--- config.mk ---
export PLATFORM = sky130hd
export DESIGN_NAME = g2u_angle
export DESIGN_NICKNAME = d
export VERILOG_FILES = /design/src/hw/rtl/g2u_pkg.sv /design/src/hw/rtl/g2u_cdiv.sv /design/src/hw/rtl/g2u_angle.sv
export SDC_FILE = /design/constraint.sdc
export NUM_CORES = 2
export LEC_CHECK = 0
export ABC_AREA = 1
export CAP_MARGIN = 0
export CORE_AREA = 3 3 376 378
export DETAILED_ROUTE_END_ITERATION = 8
export DIE_AREA = 0 0 379 381
export DONT_BUFFER_PORTS = 1
export GPL_TIMING_DRIVEN = 1
export PLACE_DENSITY = 0.83
export SYNTH_ARGS = -nofsm -noshare
export SYNTH_HDL_FRONTEND = slang
export SYNTH_HIERARCHICAL = 1
export SYNTH_SLANG_ARGS = --single-unit
--- constraint.sdc ---
create_clock -name clk -period 9 [get_ports clk]
set_input_delay 1.35 -clock clk [delete_from_list [all_inputs] [get_ports clk]]
set_output_delay 1.35 -clock clk [all_outputs]
set_load 0.05 [all_outputs]
--- src/hw/rtl/g2u_pkg.sv ---
// shared types and constants for the place record to unit vector pipeline
// no dependencies; imported by g2u_angle, g2u_poly and geo_record_to_unit_vector
package g2u_pkg;

  // key arithmetic
  localparam int unsigned KEY_STATE_MULT = 1000;
  localparam int unsigned KEY_MUNI_MULT  = 10000;
  localparam int          KEY_W          = 30;

  // pi in Q32, split in two halves for the radian conversion
  localparam logic [33:0] PI_Q32   = 34'h3243F6A89;
  localparam int          PI_SPLIT = 17;
  localparam logic [16:0] PI_HI    = PI_Q32[33:17];
  localparam logic [16:0] PI_LO    = PI_Q32[16:0];

  // scaled angle before the final divide by 45, and its two digits
  localparam int N_W     = 37;
  localparam int NL_W    = 18;
  localparam int NH_W    = N_W - NL_W;
  localparam int QH_W    = 13;
  localparam int RAD_DIV = 45;
  localparam int XR_W    = 31;

  localparam logic [31:0] Q31_ONE = 32'h8000_0000;

  localparam int SIN_STEPS = 6;
  localparam int COS_STEPS = 7;
  localparam int unsigned SIN_DIV [SIN_STEPS] = '{156, 110, 72, 42, 20, 6};
  localparam int unsigned COS_DIV [COS_STEPS] = '{182, 132, 90, 56, 30, 12, 2};

  // pipeline depths
  localparam int CDIV_LAT  = 2;
  localparam int STEP_LAT  = 2 + CDIV_LAT;
  localparam int ANGLE_LAT = 12;
  localparam int POLY_LAT  = STEP_LAT * COS_STEPS;
  localparam int TAIL_LAT  = 4;
  localparam int TOTAL_LAT = ANGLE_LAT + POLY_LAT + TAIL_LAT;

  typedef enum logic [1:0] {
    QUAD_0,
    QUAD_1,
    QUAD_2,
    QUAD_3
  } g2u_quad_t;

  typedef struct packed {
    g2u_quad_t quad;
    logic      swap;
  } g2u_oct_t;

  typedef struct packed {
    logic [31:0] s_mag;
    logic        s_neg;
    logic [31:0] c_mag;
    logic        c_neg;
  } g2u_trig_t;

endpackage

--- src/hw/rtl/g2u_cdiv.sv ---
// pipelined divide by a constant: reciprocal multiply, then one correction step
// no dependencies; two register stages
module g2u_cdiv #(
  parameter int              W   = 31,
  parameter longint unsigned DIV = 3,
  parameter int              QW  = 31
) (
  input  logic          clk,
  input  logic          en,
  input  logic [W-1:0]  x,
  output logic [QW-1:0] q,
  output logic [W-1:0]  rem
);

  localparam longint unsigned M  = (64'd1 << W) / DIV;
  localparam int              MW = $clog2(M + 1);
  localparam int              PW = W + MW;

  logic [W-1:0]  x_r;
  logic [PW-1:0] prod_r;
  logic [PW-1:0] prod_nxt;
  logic [MW-1:0] qe;
  logic [PW-1:0] qd;
  logic [W-1:0]  rem0;
  logic          corr;
  logic [MW-1:0] q_r;
  logic [MW-1:0] q_nxt;
  logic [W-1:0]  rem_r;
  logic [W-1:0]  rem_nxt;

  assign prod_nxt = PW'(x) * PW'(M);

  // estimate is the true quotient or one below it
  assign qe   = prod_r[PW-1:W];
  assign qd   = PW'(qe) * PW'(DIV);
  assign rem0 = x_r - qd[W-1:0];
  assign corr = rem0 >= W'(DIV);

  assign q_nxt   = corr ? qe + MW'(1) : qe;
  assign rem_nxt = corr ? rem0 - W'(DIV) : rem0;

  always_ff @(posedge clk) begin
    if (en) begin
      x_r    <= x;
      prod_r <= prod_nxt;
      q_r    <= q_nxt;
      rem_r  <= rem_nxt;
    end
  end

  assign q   = QW'(q_r);
  assign rem = rem_r;

endmodule

--- src/hw/rtl/g2u_angle.sv ---
// angle front end: reduce modulo 360 degrees, fold to one octant, convert to radians
// depends on g2u_pkg and g2u_cdiv; twelve register stages
module g2u_angle #(
  parameter int IW = 24,
  parameter int F  = 16
) (
  input  logic                   clk,
  input  logic                   en,
  input  logic signed [IW-1:0]   d,
  output logic [g2u_pkg::XR_W-1:0] xr,
  output logic [g2u_pkg::XR_W-1:0] s,
  output g2u_pkg::g2u_oct_t      oct
);

  import g2u_pkg::*;

  localparam longint unsigned FULL    = 64'd360 << F;
  localparam longint unsigned QUART   = 64'd90 << F;
  localparam longint unsigned HALFQ   = 64'd45 << F;
  localparam longint unsigned HALF_IN = 64'd1 << (IW - 1);
  localparam longint unsigned KOFF    = (HALF_IN + FULL - 1) / FULL;
  localparam longint unsigned OFF     = KOFF * FULL;
  localparam int              UW      = $clog2(OFF + HALF_IN);
  localparam int              RW      = $clog2(FULL);
  localparam int              PHW     = $clog2(HALFQ + 1);
  localparam int              MHW     = PHW + PI_SPLIT;
  localparam int              SIDE_D  = 7;

  localparam logic [RW-1:0] Q1_V = RW'(QUART);
  localparam logic [RW-1:0] Q2_V = RW'(2 * QUART);
  localparam logic [RW-1:0] Q3_V = RW'(3 * QUART);
  localparam logic [RW-1:0] H_V  = RW'(HALFQ);

  logic [63:0]       u_wide;
  logic [UW-1:0]     u_r;
  logic [UW-1:0]     red_rem;
  logic [RW-1:0]     r;
  g2u_quad_t         quad_nxt;
  logic [RW-1:0]     ru_nxt;
  g2u_quad_t         quad_r;
  logic [RW-1:0]     ru_r;
  logic [PHW-1:0]    phi_r;
  g2u_oct_t          oct5_r;
  logic [MHW-1:0]    mhi_r;
  logic [MHW-1:0]    mlo_r;
  logic [63:0]       nsum;
  logic [N_W-1:0]    n_r;
  logic [QH_W-1:0]   qh;
  logic [NH_W-1:0]   rh;
  logic [NL_W-1:0]   nl_d1_r;
  logic [NL_W-1:0]   nl_d2_r;
  logic [NL_W+5:0]   y;
  logic [NL_W-1:0]   ql;
  logic [QH_W-1:0]   qh_d1_r;
  logic [QH_W-1:0]   qh_d2_r;
  logic [XR_W-1:0]   xr_nxt;
  logic [2*XR_W-1:0] sq;
  logic [XR_W-1:0]   xr_r;
  logic [XR_W-1:0]   s_r;
  g2u_oct_t          oct_pipe_r [1:SIDE_D];

  // offset by a multiple of a full turn so the dividend is never negative
  assign u_wide = 64'(longint'(d)) + OFF;

  g2u_cdiv #(.W(UW), .DIV(FULL), .QW(1)) u_mod (
    .clk (clk),
    .en  (en),
    .x   (u_r),
    .q   (),
    .rem (red_rem)
  );

  assign r = red_rem[RW-1:0];

  always_comb begin
    if (r >= Q3_V) begin
      quad_nxt = QUAD_3;
      ru_nxt   = r - Q3_V;
    end else if (r >= Q2_V) begin
      quad_nxt = QUAD_2;
      ru_nxt   = r - Q2_V;
    end else if (r >= Q1_V) begin
      quad_nxt = QUAD_1;
      ru_nxt   = r - Q1_V;
    end else begin
      quad_nxt = QUAD_0;
      ru_nxt   = r;
    end
  end

  // degrees * pi / 180, rounded, taken as one divide by 45 after a shift
  assign nsum = (64'(mhi_r) << PI_SPLIT) + 64'(mlo_r) + (64'd180 << F);

  g2u_cdiv #(.W(NH_W), .DIV(RAD_DIV), .QW(QH_W)) u_div_hi (
    .clk (clk),
    .en  (en),
    .x   (n_r[N_W-1:NL_W]),
    .q   (qh),
    .rem (rh)
  );

  assign y = {rh[5:0], nl_d2_r};

  g2u_cdiv #(.W(NL_W + 6), .DIV(RAD_DIV), .QW(NL_W)) u_div_lo (
    .clk (clk),
    .en  (en),
    .x   (y),
    .q   (ql),
    .rem ()
  );

  assign xr_nxt = {qh_d2_r, ql};
  assign sq     = (2 * XR_W)'(xr_nxt) * (2 * XR_W)'(xr_nxt);

  always_ff @(posedge clk) begin
    if (en) begin
      u_r        <= u_wide[UW-1:0];
      quad_r     <= quad_nxt;
      ru_r       <= ru_nxt;
      phi_r      <= (ru_r <= H_V) ? PHW'(ru_r) : PHW'(Q1_V - ru_r);
      oct5_r     <= '{quad: quad_r, swap: (ru_r > H_V)};
      mhi_r      <= MHW'(phi_r) * MHW'(PI_HI);
      mlo_r      <= MHW'(phi_r) * MHW'(PI_LO);
      n_r        <= N_W'(nsum >> (F + 3));
      nl_d1_r    <= n_r[NL_W-1:0];
      nl_d2_r    <= nl_d1_r;
      qh_d1_r    <= qh;
      qh_d2_r    <= qh_d1_r;
      xr_r       <= xr_nxt;
      s_r        <= sq[2*XR_W-1:XR_W];
      oct_pipe_r[1] <= oct5_r;
      for (int j = 2; j <= SIDE_D; j++) begin
        oct_pipe_r[j] <= oct_pipe_r[j-1];
      end
    end
  end

  assign xr  = xr_r;
  assign s   = s_r;
  assign oct = oct_pipe_r[SIDE_D];

endmodule

==> reports/results.ini <==
[detailed_routing]
drtIter0Drc = 4261
remaining_drc_errors = 0
ant_nets = 0
viasPerCell = 5.36
num_vias = 60100
dr.pass1.iters = 6
post_drt_wl_per_cell_um = 18.0
drt-total-wl_mm = 201

[floorplan]
rows = 136
floorplan.initialDensity_pct = 58.6
die-height_um = 381
dieArea_um2 = 144000
dieWidth_um = 379
fp.coreArea_um2 = 138000
pin_count = 91

[placed_design]
gp_congestion = 0.992
io_buffers = 0
place_hpwl_mm = 169

[yosys]
ys_warn_count = 6
avgSynthCellArea_um2 = 8.61
synth_nets = 11700
synthesis.area_um2 = 80700
netlist_instances = 9374

[global_routing]
antenna_found_initial = 3
grtUsageMet2_pct = 49.5
grt_max_degree = 484
grt-busiest-layer = met2
grt_use_met3_pct = 4.03
track_usage_pct = 28.7
grt_pass1_wl_mm = 329
grt_pass1_vias = 64000
grt.met1_usage_pct = 36.8
grt.overflow.total = 0

[critical_path]
arrival_ns = 8.27
cp-start-kind = flop
cp_max_fo = 20
crit_required_ns = 9.43
end_kind = flop
worstSetupPathType = flop to flop

[clock_tree]
clk_path_buf_depth = 3
cts_hold_buffers = 0
clk_pin_slew_ns = 0.07
post-cts-setup-buffers = 0
cts-root-buf = clkbuf_16
h-tree-depth = 2
cts_tree = built
clock_latency_ns = 0.67
cts_sinks = 483
post_cts_resized = 0
numCtsBuffers = 57

[layout]
fillers = 11300
drive_gt1_share_pct = 3.20
final_nets = 11700
multi_input_comb_area_um2 = 55200
area_delta_synth_final_pct = 4.90
antennaDiodeCount = 0
regArea_um2 = 14500

[timing]
finalMaxSlewViolations = 127
final-hold-violation-count = 0
setup_viol = 0
slew_headroom_pct = -18.0
skew_ns = 0.0332
max_freq_mhz = 128
rsz0062_at_grt = false
final.setup.tns_ns = 0
worstMarginPinSlew_ns = 1.77
final.min_clock_period_ns = 7.83
period_share_pct = 87.0

[run_status]
violations = slew limit
status = finished with violations

[job]
maxCapViolCount = 0

[worst_hold_path]
hp-class = flop to flop

==> worst paths after layout <==
path,start,endpoint,slack (ns),cells past startpoint
worst max-delay path,u_div_lo/q_r[13],s[29],1.17,23
worst min-delay path,u_div_hi/q_r[4],qh_d1_r[4],0.40,0
worst max register to register,u_div_lo/q_r[13],s[29],1.17,23
worst min register to register,u_div_hi/q_r[4],qh_d1_r[4],0.40,0
==> sequential cells by signal, indices dropped and copies added (netlist names) <==
register / count
mhi_r: 39
mlo_r: 22
n_r: 37
nl_d1_r: 18
nl_d2_r: 18
oct5_r: 3
oct_pipe_r: 21
phi_r: 22
qh_d1_r: 13
qh_d2_r: 13
quad_r: 2
ru_r: 25
s: 31
u_div_hi/prod_r: 14
u_div_hi/q_r: 13
u_div_hi/rem: 6
u_div_hi/x_r: 19
u_div_lo/prod_r: 19
u_div_lo/q_r: 18
u_div_lo/x_r: 24
u_mod/rem: 25
u_mod/x_r: 25
u_r: 25
xr: 31
==> worst max-delay path: stages (launching register included) <==
cell      delay (ns)
edfxtp_1        1.14
buf_4           0.38
nand2_1         0.15
fa_1            0.60
inv_1           0.05
fa_1            0.51
inv_1           0.06
fa_1            0.49
fa_1            0.53
inv_1           0.06
fa_1            0.48
fa_1            0.53
fa_1            0.52
fa_1            0.48
ha_1            0.40
nand2_1         0.16
nor2_1          0.15
inv_1           0.08
nor3_2          0.27
nand2_1         0.15
nor3_2          0.12
nand2_1         0.09
nand3_1         0.09
nand2_1         0.06
==> per-layer routing <==
metal | wire [µm] | vias to the layer above | part of all wire [%]
met1 | 79900 | 29200 | 40
met4 | 8620 | 6 | 4.3
met5 | 36 | - | 0.018
met2 | 98700 | 2238 | 49
met3 | 14200 | 594 | 7.0
li1 | - | 28100 | -
==> area by class of cell <==
type                    instances  share of cell area [%]
multi-input cells            5986                    65.2
flip-flops and latches        483                    17.1
inverters                    2786                    12.3
well taps                    1794                    2.65
clock buffers                  59                    1.72
clock inverters                49                   0.544
repair buffers                 48                   0.425
==> layout by cell type, fill, tap and decap left out, types with 7 or more instances in the layout <==
master and n:
nor3_1 57, clkinv_2 12, nor2_1 447, o21ai_1 24, clkbuf_16 58, inv_2 25
inv_1 2759, xor2_1 148, nand3_1 270, o21a_1 20, a21o_1 17, o21ai_0 131
inv_8 7, nor2_2 22, a21oi_1 298, xnor2_1 64, ha_1 986, nand4_1 59
o21ai_2 8, nor4_1 23, fa_1 1280, nand3b_1 11, buf_4 48, or2_2 7
edfxtp_1 483, a31oi_1 7, nand3_2 9, o21bai_1 40, clkinv_1 8, nand2_1 1943
nor3_2 10, nand2_2 42
==> per-stage QoR <==
stage | hold WS [ns] | util (%) | instances | instance area, µm² | setup WS [ns]
after floorplan | 0.400 | - | 9374 | 80700 | 2.22
after global placement | 0.401 | 60.1 | 11100 | 82800 | 1.44
after detailed placement | 0.405 | 60.1 | 11100 | 82800 | 1.30
after CTS | 0.403 | 61.5 | 11200 | 84700 | 1.30
after global routing | 0.405 | 61.5 | 11200 | 84700 | 0.896
final | 0.401 | 61.5 | 11200 | 84700 | 1.17
Power is left out: the tool's default activity adds up to more than one toggle a clock period on the data nets, which glitch-free logic cannot reach.
